### src/bounded_deque_with_search_core_defines.svh
// Assertion macros for the deque core.
// Each check is clocked on i_clk and held off while i_rst_n is low.
`ifndef BOUNDED_DEQUE_WITH_SEARCH_CORE_DEFINES_SVH
`define BOUNDED_DEQUE_WITH_SEARCH_CORE_DEFINES_SVH

// Same-cycle implication
`define BDQ_ASSERT_IMP(lbl, ante, cons, msg) \
    lbl: assert property (@(posedge i_clk) disable iff (!i_rst_n) (ante) |-> (cons)) \
        else $error(msg);

// Next-cycle implication
`define BDQ_ASSERT_NXT(lbl, ante, cons, msg) \
    lbl: assert property (@(posedge i_clk) disable iff (!i_rst_n) (ante) |=> (cons)) \
        else $error(msg);

`endif

### src/bdq_pkg.sv
`default_nettype none

package bdq_pkg;

    localparam int DATA_W    = 32;
    localparam int OP_W      = 3;
    localparam int DEPTH_DEF = 16;

    // Operation codes
    typedef enum logic [OP_W-1:0] {
        OP_ADD_FRONT = 3'd0,
        OP_REM_FRONT = 3'd1,
        OP_ADD_BACK  = 3'd2,
        OP_REM_BACK  = 3'd3,
        OP_SEARCH    = 3'd4,
        OP_CLEAR     = 3'd5
    } t_op;

    // Result status codes
    typedef enum logic [1:0] {
        ST_OK    = 2'd0,
        ST_FULL  = 2'd1,
        ST_EMPTY = 2'd2
    } t_status;

    // Result flags from the controller
    typedef struct packed {
        logic    done;
        logic    found;
        t_status status;
    } t_res;

endpackage

`default_nettype wire

### src/bdq_ram.sv
`default_nettype none

// Generic single-port-write, single-port-read RAM with registered read
module bdq_ram #(
    parameter int WIDTH = 32,
    parameter int DEPTH = 16
) (
    input  wire logic                     i_clk,
    input  wire logic                     i_we,
    input  wire logic [$clog2(DEPTH)-1:0] i_waddr,
    input  wire logic [WIDTH-1:0]         i_wdata,
    input  wire logic                     i_re,
    input  wire logic [$clog2(DEPTH)-1:0] i_raddr,
    output logic      [WIDTH-1:0]         o_rdata
);

    logic [WIDTH-1:0] r_mem [DEPTH];
    logic [WIDTH-1:0] r_rdata;

    always_ff @(posedge i_clk) begin
        if (i_we) begin
            r_mem[i_waddr] <= i_wdata;
        end
        if (i_re) begin
            r_rdata <= r_mem[i_raddr];
        end
    end

    assign o_rdata = r_rdata;

endmodule

`default_nettype wire

### src/bdq_ctrl.sv
`default_nettype none

// Deque controller: ring pointers, fill count and the search sequencer
module bdq_ctrl
    import bdq_pkg::*;
#(
    parameter int DEPTH = DEPTH_DEF
) (
    input  wire logic                         i_clk,
    input  wire logic                         i_rst_n,
    input  wire logic                         i_start,
    input  wire logic [OP_W-1:0]              i_operation,
    input  wire logic [DATA_W-1:0]            i_value,
    output logic                              o_busy,
    // RAM side
    output logic                              o_we,
    output logic      [$clog2(DEPTH)-1:0]     o_waddr,
    output logic      [DATA_W-1:0]            o_wdata,
    output logic                              o_re,
    output logic      [$clog2(DEPTH)-1:0]     o_raddr,
    input  wire logic [DATA_W-1:0]            i_rdata,
    // Result, valid in the cycle res.done is high
    output t_res                              o_res,
    output logic      [$clog2(DEPTH)-1:0]     o_position,
    output logic      [$clog2(DEPTH+1)-1:0]   o_count
);

    localparam int IW = $clog2(DEPTH);
    localparam int CW = $clog2(DEPTH + 1);

    typedef enum logic [1:0] {
        S_IDLE = 2'b01,
        S_SRCH = 2'b10
    } t_state;

    t_state          r_state, n_state;
    logic [IW-1:0]   r_front, n_front;
    logic [CW-1:0]   r_count, n_count;
    logic [CW-1:0]   r_idx,   n_idx;
    logic            r_pend,  n_pend;
    logic [IW-1:0]   r_pend_idx, n_pend_idx;
    logic [DATA_W-1:0] r_value, n_value;

    logic            accept;
    logic            full;
    logic            empty;
    logic            issue;
    logic            match;
    logic [IW-1:0]   front_dec;
    logic [IW-1:0]   front_inc;

    // Ring slot of (base + off), with base + off below twice the depth
    function automatic logic [IW-1:0] f_ring(input logic [IW-1:0] base,
                                             input logic [CW-1:0] off);
        logic [CW:0] sum;
        sum = (CW+1)'(base) + (CW+1)'(off);
        if (sum >= (CW+1)'(DEPTH)) begin
            sum = sum - (CW+1)'(DEPTH);
        end
        return sum[IW-1:0];
    endfunction

    assign o_busy    = (r_state != S_IDLE);
    assign accept    = i_start && (r_state == S_IDLE);
    assign full      = (r_count == CW'(DEPTH));
    assign empty     = (r_count == '0);
    assign front_dec = (r_front == '0) ? IW'(DEPTH - 1) : r_front - 1'b1;
    assign front_inc = (r_front == IW'(DEPTH - 1)) ? '0 : r_front + 1'b1;

    // Search: one read issued and one compare per cycle, overlapped
    assign issue = (r_state == S_SRCH) && (r_idx < r_count);
    assign match = r_pend && (i_rdata == r_value);

    always_comb begin
        n_state    = r_state;
        n_front    = r_front;
        n_count    = r_count;
        n_idx      = r_idx;
        n_pend     = 1'b0;
        n_pend_idx = r_pend_idx;
        n_value    = r_value;
        o_we       = 1'b0;
        o_waddr    = f_ring(r_front, r_count);
        o_wdata    = i_value;
        o_re       = 1'b0;
        o_raddr    = f_ring(r_front, r_idx);
        o_res      = '{done: 1'b0, found: 1'b0, status: ST_OK};
        o_position = '0;

        case (r_state)
            S_IDLE: begin
                if (accept) begin
                    o_res.done = 1'b1;
                    case (t_op'(i_operation))
                        OP_ADD_FRONT: begin
                            if (full) begin
                                o_res.status = ST_FULL;
                            end else begin
                                o_we    = 1'b1;
                                o_waddr = front_dec;
                                n_front = front_dec;
                                n_count = r_count + 1'b1;
                            end
                        end
                        OP_REM_FRONT: begin
                            if (empty) begin
                                o_res.status = ST_EMPTY;
                            end else begin
                                n_front = front_inc;
                                n_count = r_count - 1'b1;
                            end
                        end
                        OP_ADD_BACK: begin
                            if (full) begin
                                o_res.status = ST_FULL;
                            end else begin
                                o_we    = 1'b1;
                                n_count = r_count + 1'b1;
                            end
                        end
                        OP_REM_BACK: begin
                            if (empty) begin
                                o_res.status = ST_EMPTY;
                            end else begin
                                n_count = r_count - 1'b1;
                            end
                        end
                        OP_SEARCH: begin
                            o_res.done = 1'b0;
                            n_state    = S_SRCH;
                            n_idx      = '0;
                            n_value    = i_value;
                        end
                        OP_CLEAR: begin
                            n_front = '0;
                            n_count = '0;
                        end
                        default: begin
                        end
                    endcase
                end
            end
            S_SRCH: begin
                o_re       = issue;
                n_pend     = issue;
                n_pend_idx = r_idx[IW-1:0];
                if (issue) begin
                    n_idx = r_idx + 1'b1;
                end
                if (match) begin
                    o_res.done  = 1'b1;
                    o_res.found = 1'b1;
                    o_position  = r_pend_idx;
                    n_pend      = 1'b0;
                    n_state     = S_IDLE;
                end else if (!issue && !r_pend) begin
                    o_res.done = 1'b1;
                    n_state    = S_IDLE;
                end
            end
            default: begin
                n_state = S_IDLE;
            end
        endcase
    end

    assign o_count = n_count;

    // Control state
    always_ff @(posedge i_clk) begin
        if (!i_rst_n) begin
            r_state <= S_IDLE;
            r_front <= '0;
            r_count <= '0;
            r_idx   <= '0;
            r_pend  <= 1'b0;
        end else begin
            r_state <= n_state;
            r_front <= n_front;
            r_count <= n_count;
            r_idx   <= n_idx;
            r_pend  <= n_pend;
        end
    end

    // Search payload
    always_ff @(posedge i_clk) begin
        r_pend_idx <= n_pend_idx;
        r_value    <= n_value;
    end

endmodule

`default_nettype wire

### src/bounded_deque_with_search_core.sv
`default_nettype none
// Channel   Handshake                  Payload
// command   start & !busy              i_operation, i_value
// result    o_done (one-cycle strobe)  o_found, o_position, o_count, o_status
//
// Inserts, removes, clear and unused codes: result strobe in the cycle after the
// transfer; busy stays low, so a new command may follow in the next cycle.
// Search: the ring is walked one RAM read per cycle (read and compare overlapped);
// busy stays high until a match or the end of the ring, and the result strobe
// comes in the same cycle that busy drops.
// Reset (synchronous, active low) empties the ring; RAM contents are left as is.
// The receiver cannot stall: each result is shown for exactly one cycle.
`include "bounded_deque_with_search_core_defines.svh"

module bounded_deque_with_search_core
    import bdq_pkg::*;
#(
    parameter int DEPTH = DEPTH_DEF
) (
    input  wire logic                       i_clk,
    input  wire logic                       i_rst_n,
    input  wire logic                       start,
    output logic                            busy,
    input  wire logic [OP_W-1:0]            i_operation,
    input  wire logic signed [DATA_W-1:0]   i_value,
    output logic                            o_done,
    output logic                            o_found,
    output logic      [$clog2(DEPTH)-1:0]   o_position,
    output logic      [$clog2(DEPTH+1)-1:0] o_count,
    output logic      [1:0]                 o_status
);

    localparam int IW = $clog2(DEPTH);
    localparam int CW = $clog2(DEPTH + 1);

    logic              we;
    logic [IW-1:0]     waddr;
    logic [DATA_W-1:0] wdata;
    logic              re;
    logic [IW-1:0]     raddr;
    logic [DATA_W-1:0] rdata;
    t_res              res;
    logic [IW-1:0]     res_position;
    logic [CW-1:0]     res_count;

    logic              r_done;
    logic              r_found;
    logic [IW-1:0]     r_position;
    logic [CW-1:0]     r_count;
    t_status           r_status;

    bdq_ctrl #(
        .DEPTH (DEPTH)
    ) u_ctrl (
        .i_clk       (i_clk),
        .i_rst_n     (i_rst_n),
        .i_start     (start),
        .i_operation (i_operation),
        .i_value     (i_value),
        .o_busy      (busy),
        .o_we        (we),
        .o_waddr     (waddr),
        .o_wdata     (wdata),
        .o_re        (re),
        .o_raddr     (raddr),
        .i_rdata     (rdata),
        .o_res       (res),
        .o_position  (res_position),
        .o_count     (res_count)
    );

    bdq_ram #(
        .WIDTH (DATA_W),
        .DEPTH (DEPTH)
    ) u_ram (
        .i_clk   (i_clk),
        .i_we    (we),
        .i_waddr (waddr),
        .i_wdata (wdata),
        .i_re    (re),
        .i_raddr (raddr),
        .o_rdata (rdata)
    );

    // Result strobe
    always_ff @(posedge i_clk) begin
        if (!i_rst_n) begin
            r_done <= 1'b0;
        end else begin
            r_done <= res.done;
        end
    end

    // Result payload
    always_ff @(posedge i_clk) begin
        r_found    <= res.found;
        r_position <= res_position;
        r_count    <= res_count;
        r_status   <= res.status;
    end

    assign o_done     = r_done;
    assign o_found    = r_found;
    assign o_position = r_position;
    assign o_count    = r_count;
    assign o_status   = r_status;

    // Checks
    `BDQ_ASSERT_IMP(a_count_bound, o_done, o_count <= CW'(DEPTH), "count above depth")
    `BDQ_ASSERT_IMP(a_full_count, o_done && (o_status == ST_FULL), o_count == CW'(DEPTH), "full status with room left")
    `BDQ_ASSERT_NXT(a_search_busy, start && !busy && (i_operation == OP_SEARCH), busy, "search did not start")
    `BDQ_ASSERT_NXT(a_quick_done, start && !busy && (i_operation != OP_SEARCH), o_done && !o_found, "missing quick result")

endmodule

`default_nettype wire
### config.mk
export PLATFORM = sky130hd
export DESIGN_NAME = bounded_deque_with_search_core
export DESIGN_NICKNAME = d
export VERILOG_FILES = /design/src/bdq_pkg.sv /design/src/bdq_ram.sv /design/src/bdq_ctrl.sv /design/src/bounded_deque_with_search_core.sv
export VERILOG_INCLUDE_DIRS = /design/src /design/src/src
export SDC_FILE = /design/constraint.sdc
export NUM_CORES = 1
export LEC_CHECK = 0
export BUFFER_PORTS_ARGS = -buffer_cell sky130_fd_sc_hd__buf_2
export CORE_UTILIZATION = 61
export CTS_CLUSTER_SIZE = 20
export DETAILED_ROUTE_END_ITERATION = 12
export PLACE_DENSITY = 0.84
export RECOVER_POWER = 25
export SYNTH_ARGS = -nofsm -noshare
export SYNTH_HDL_FRONTEND = slang
export SYNTH_HIERARCHICAL = 1
export SYNTH_SLANG_ARGS = --single-unit
### constraint.sdc
create_clock -name i_clk -period 6.45 [get_ports i_clk]
set_clock_uncertainty 0.05 [all_clocks]
set_input_delay 0 -clock i_clk [delete_from_list [all_inputs] [get_ports i_clk]]
set_output_delay 0 -clock i_clk [all_outputs]
set_load 0.05 [all_outputs]
Word level (Yosys, flattened, before mapping) --
Memory sizes are Yosys's and may differ from the RTL's. A register that Yosys moved wholly into a read port is not among the register bits. Index checks and enable logic that the tools add are counted. W data, S select, Z words.
Word-level totals: register bits 66, latch bits 0, bits in writable memories 512, bits in read-only memories 0, input bits 38, output and inout port bits 14, word-level logic and storage cells 105, memories 1
Memory list:
- u_ram.r_mem | depth 16, bits a word 32, rd ports 1, clocked after Yosys merged registers in 1, wr ports 1, line bdq_ram.sv:17 | logic [WIDTH-1:0] r_mem [DEPTH];
Operators by class: add/subtract/negate cells 9, $mul 0, divide/modulo/power cells 0, magnitude comparators 3, equal/unequal tests 17, shifts and indexed selects 0, multiplexer cells 41, bitwise gates (word level) 2, reductions and logical operators 20
Operators with widths (number):
- $mux W4 | 10
- $mux W5 | 7
- $eq A32 B32 Y1 | 1
- $pmux W5 S3 | 1
- $mux W1 | 13
- $add A4 B5 Y6 | 2
- $ge A6 B5 Y1 const B | 2
- $pmux W4 S3 | 1
- $sub A4 B1 Y4 const B | 3
- $add A5 B1 Y5 const B | 2
- $mux W2 | 5
- $pmux W5 S2 | 1
- $pmux W2 S2 | 2
- $eq A3 B2 Y1 const B | 2
- $eq A3 B3 Y1 const B | 2
- $ne A2 B1 Y1 const B | 3
- $ne A2 B2 Y1 const B | 3
- $reduce_and A3 Y1 | 2
- $eq A5 B5 Y1 const B | 1
- $logic_not A5 Y1 | 1
- $lt A5 B5 Y1 | 1
- $reduce_and A5 Y1 | 1
- $sub A5 B1 Y5 const B | 1
- $add A4 B1 Y4 const B | 1
- other kinds (17) | 24

Logic depth before layout (Yosys ltp) --
depth after elaboration 7, mapped depth 10, mapped depth without buffers 10

Hierarchy --
The synthesis kept the hierarchy.
Modules (own cells, without submodules):
- bdq_ram | instances 1, cells an instance 838, area an instance 20155.6 µm², sequential area each 16335.7 µm²
- bdq_ctrl | instances 1, cells an instance 313, area an instance 3279.4 µm², sequential area each 1421.4 µm²
- bounded_deque_with_search_core | instances 1, cells an instance 14, area an instance 266.5 µm², sequential area each 260.2 µm²

Least setup slack after synthesis --
OpenSTA, ideal clock, no wires.
kind register to register, start register u_ctrl.r_count[0], end memory u_ram.r_mem[0][0] (enable), setup time 0.461 ns, arrival 4.660 ns, data required time 5.939 ns, path slack 1.279 ns, cell stages (with the launch flop) 10, buffers on the path 0, clock period less this slack 5.171 ns, cells stage by stage dfxtp_1 inv_1 ha_1 nor3b_4 and2_1 nor2b_1 nor2b_1 mux2_2 or3b_2 nor3_1
On the way: longest elaborated chain between the ends 7, elaborated cells on any way between the ends 15, classes of those cells add/sub (2); order compare (1); eq/ne (1); mux (11)
Ends and longest elaborated chain:
- start: declaration | line bdq_ctrl.sv:38 | logic [CW-1:0] r_count, n_count;
- start signal: assignment | line bdq_ctrl.sv:180 | r_count <= n_count;
- $eq A5 B5 Y1 | line bdq_ctrl.sv:65 | assign full = (r_count == CW'(DEPTH));
- $mux W1 | line bdq_ctrl.sv:96, bdq_ctrl.sv:114
- $mux W1
- $mux W1 | line bdq_ctrl.sv:92 | if (accept) begin
- $mux W1 | line bdq_ctrl.sv:90 | case (r_state)
- via we | line bounded_deque_with_search_core.sv:36 | logic we;
- $mux W1 | line bdq_ram.sv:21 | if (i_we) begin
- $mux W1 (not written as such) | line bdq_ram.sv:22 | r_mem[i_waddr] <= i_wdata;
- end: declaration | line bdq_ram.sv:17
The timed path passes the listed nets, and every way through them passes these cells.

Final worst setup path --
start register u_ctrl.r_state[1], end memory u_ram.r_mem[7][31] (enable)
On the way: longest elaborated chain between the ends 6, elaborated cells on any way between the ends 8, classes of those cells eq/ne (1); mux (6); reduce/logical (1)
Ends and longest elaborated chain:
- start: declaration | line bdq_ctrl.sv:36 | t_state r_state, n_state;
- start signal: assignment | line bdq_ctrl.sv:178 | r_state <= n_state;
- $eq A2 B1 Y1 * | line bdq_ctrl.sv:64, bdq_ctrl.sv:90
- $logic_and A1 B1 Y1 | line bdq_ctrl.sv:64 | assign accept = i_start && (r_state == S_IDLE);
- $mux W1 | line bdq_ctrl.sv:92
- $mux W1 * | line bdq_ctrl.sv:90
- via we | line bounded_deque_with_search_core.sv:36
- $mux W1 * | line bdq_ram.sv:21
- $mux W1 (not written as such) * | line bdq_ram.sv:22
Mark *: on every way through the listed nets, which the timed path passes. The rest lies on a longest branch.

==> out/qor.csv <==
metric;value;unit
die width;199;µm
vias per inst;6.61;
GRT Total Usage;0.279;
Worst path slowest cell;nor2_4;
Startpoint Class;flip-flop;
Slew HR;0.128;
Hold WC Path Type;in2reg;
RSZ-0062 raised after global routing;false;
initial cell density of the core;0.625;
share of cells above drive strength 1;0.228;
Post-Layout Inst Area;0.0267;mm²
Yosys warning total;6;
crit end category;flip-flop;
global-route met1 utilization;0.362;
count of flip-flops with a built-in enable after synthesis;580;
clock buffer depth;3;
max-cap violations;0;
share of synthesized area spent on multiplexers;0.123;
netlist area before placement;0.0237;mm²
period utilisation layout;0.744;
Vias;11913;
xor/xnor share of the synthesized area;0.0152;
Setup CP Type;reg2reg;
static leakage;8.46;nW
Num CTS Buffers;56;
CP Max Fanout;32;
Reg clk slew, reported paths;0.06;ns
GR Layer Usage met2;0.465;
synthesized flop and latch total;610;
initial antenna violation count;0;
post-layout min period;4.80;ns
CP Data Arrival Time;4.96;ns
worst path cell trace;inv_1, ha_1, nand2_1, nor3_1, nor2b_1, nor2b_1, mux2i_1, nand2_1, nor2_4;
syn_nets;1222;
first-pass GRT wire length;77000;µm
Row Count;71;
routed wire length;53000;µm
clk root buf;clkbuf_16;
Main synth FF type;edfxtp_1;
most common cell after layout, fill and taps aside;edfxtp_1;
sequential element share of the synthesized area;0.760;
Hold Vio Cnt, Final;0;
largest net degree at the start of global routing;62;
IO buf count;51;
Worst-Skew Late Latency;0.62;ns
f_max;0.208;GHz
outcome;complete, no violations;
Top Usage Layer GRT;met2;
Mean Syn Cell Area;20.3;µm²
Synth Area in Compound Gates;0.0357;
grt ovf;0;
synthesized instance count;1165;
Fin Setup TNS;0;ns
Final nets;1303;
gpl congestion;0.849;
share of flip-flops with an asynchronous set or reset;0;
Tot Pwr;8.26;mW
largest family of logic cells by synthesized area;multiplexers;
Core Area;0.0379;mm²
Setup Buffers After CTS;0;
CP peak stage delay;1.09;ns
met3 usage;0.0640;
Worst Path Required;6.61;ns
Slew Viols, Final;0;
clk sink count;610;
Post-Synth Simple-Gate Area;0.0317;
area grow syn2layout;12.5;%
vias in the first global route;12029;
drt drc;0;
final setup vio count;0;
Worst Max-Slew Pin Slew;1.31;ns
CTS tree;yes;
DR pass1 iterations;5;
CTS H-tree depth;2;
wire length per cell;29.4;µm
dpl hpwl;28700;µm
Pwr Density;310;mW/mm²
Post-Synth Adder-Cell Area;0.0107;
Ant. Diodes;0;
io pins;52;
Die Y;199;µm
Cell Area, Placed;0.0244;mm²
DIE AREA;0.0396;mm²
ANT nets after route;0;
most frequent cells in the layout;580 x edfxtp_1, 128 x mux4_2, 65 x a22oi_1, 57 x clkbuf_16, 50 x nand2_1;
post-synthesis cell type count;59;
DR iter-0 viols;1286;
Worst VDD drop;0.000301;V
[sequential cells by signal (all words and copies together) (netlist names)]
| name | cells |
|---|---|
| o_found | 1 |
| o_done | 1 |
| u_ctrl/r_state | 2 |
| u_ctrl/r_idx | 5 |
| o_count | 5 |
| u_ctrl/r_front | 4 |
| u_ctrl/r_pend | 1 |
| o_status | 2 |
| o_position | 4 |
| u_ctrl/r_pend_idx | 4 |
| u_ram/r_mem | 512 |
| u_ctrl/r_count | 5 |
| u_ctrl/r_value | 32 |
| u_ram/o_rdata | 32 |
[logic make-up (layout without fill, tap and decap cells)]
kind of cell | after synthesis | in the layout
AOI/OAI and AO/OA | 117 | 117
muxes | 132 | 132
and+or+nand+nor | 147 | 147
xor gates and xnor gates | 41 | 41
buffers and inverters | 99 | 226
adders and majority gates | 19 | 19
DFF | 610 | 610
[synth_stat cells (2+ instances only)]
library cell  instances  share of area
edfxtp_1            580           0.73
mux4_2              128           0.12
a22oi_1              65          0.021
nand2_1              50         0.0079
buf_4                41          0.013
xor2_1               32          0.012
dfxtp_1              30          0.025
nor2_1               29         0.0046
clkbuf_1             21         0.0033
inv_1                18         0.0029
ha_1                 17         0.0090
a21oi_1              12         0.0025
o21ai_0              11         0.0023
and2_1               10         0.0026
buf_1                10         0.0016
nor3_1               10         0.0021
xnor2_1               9         0.0033
buf_2                 7         0.0015
nand2b_1              7         0.0018
nor2b_1               6         0.0016
nor4_1                6         0.0016
and3_2                4         0.0013
nand3_1               4        0.00084
nand4_1               4         0.0011
o211ai_1              4         0.0013
a211oi_1              3        0.00095
a21o_1                3        0.00095
and3_1                3        0.00079
nor3b_1               3        0.00095
a31oi_1               2        0.00053
a32oi_1               2        0.00074
buf_6                 2        0.00095
fa_1                  2         0.0017
mux2_2                2        0.00095
mux2i_1               2        0.00084
nand3b_1              2        0.00063
or4_1                 2        0.00063
[report_power, final]
part	total, mW	switching [mW]	leakage [nW]	internal [mW]
registers	4.39	0.0147	5.47	4.37
clock network	3.39	1.45	0.927	1.94
logic	0.479	0.296	2.07	0.183
[critical path: cells and delay by family, from the launching register on]
family | cells | cell delay [ns]
fa+ha+maj | 1 | 0.23
buf+inv | 1 | 0.08
flops | 1 | 0.32
mux | 1 | 0.70
simple gates | 6 | 2.99
[what timing repair did]
action | 4_1_cts | 5_1_grt
endpoints found under the hold margin | 569 | 0
resized for setup | 0 | 0
hold buffers | 40 | 0
[cell type report]
cell class / count / area [µm²]
clock buffer: 65 / 1460
multi-input combinational: 456 / 5290
inverter: 18 / 70.1
clock inverter: 39 / 432
tap: 511 / 639
sequential: 610 / 18000
timing repair buffer: 104 / 766
fill: 2188 / 11300
[path summary, 6_finish.rpt]
check | start | end | slack, ns | cells past startpoint
worst max-delay path | u_ctrl/r_state[1]$_SDFFE_PN0P_ | u_ram/r_mem[7][31]$_DFFE_PP_ | 1.65 | 9
worst min-delay path | i_rst_n | u_ctrl/r_front[0]$_SDFFE_PN0P_ | 0.28 | 3
worst max register to register | u_ctrl/r_state[1]$_SDFFE_PN0P_ | u_ram/r_mem[7][31]$_DFFE_PP_ | 1.65 | 9
worst min register to register | u_ctrl/r_pend_idx[2]$_DFFE_PP_ | o_position[2]$_DFF_P_ | 0.44 | 1
[layer usage]
metal  up-vias  part of all wire
li1       4898                 -
met1      6154              0.36
met2       740              0.51
met3       121             0.098
met4         0             0.035
met5         -                 0
[metrics by stage]
step / utilization / std cells / setup slack [ns] / hold WS, ns
floorplan: - / 1165 / 1.28 / 0.0489
global placement: 0.643 / 1659 / 2.18 / 0.301
detailed placement: 0.643 / 1659 / 1.90 / 0.325
CTS: 0.704 / 1803 / 1.81 / 0.259
global route: 0.703 / 1803 / 1.46 / 0.278
finish: 0.703 / 1803 / 1.65 / 0.280
No activity file was read; power rests on OpenSTA's default activity.
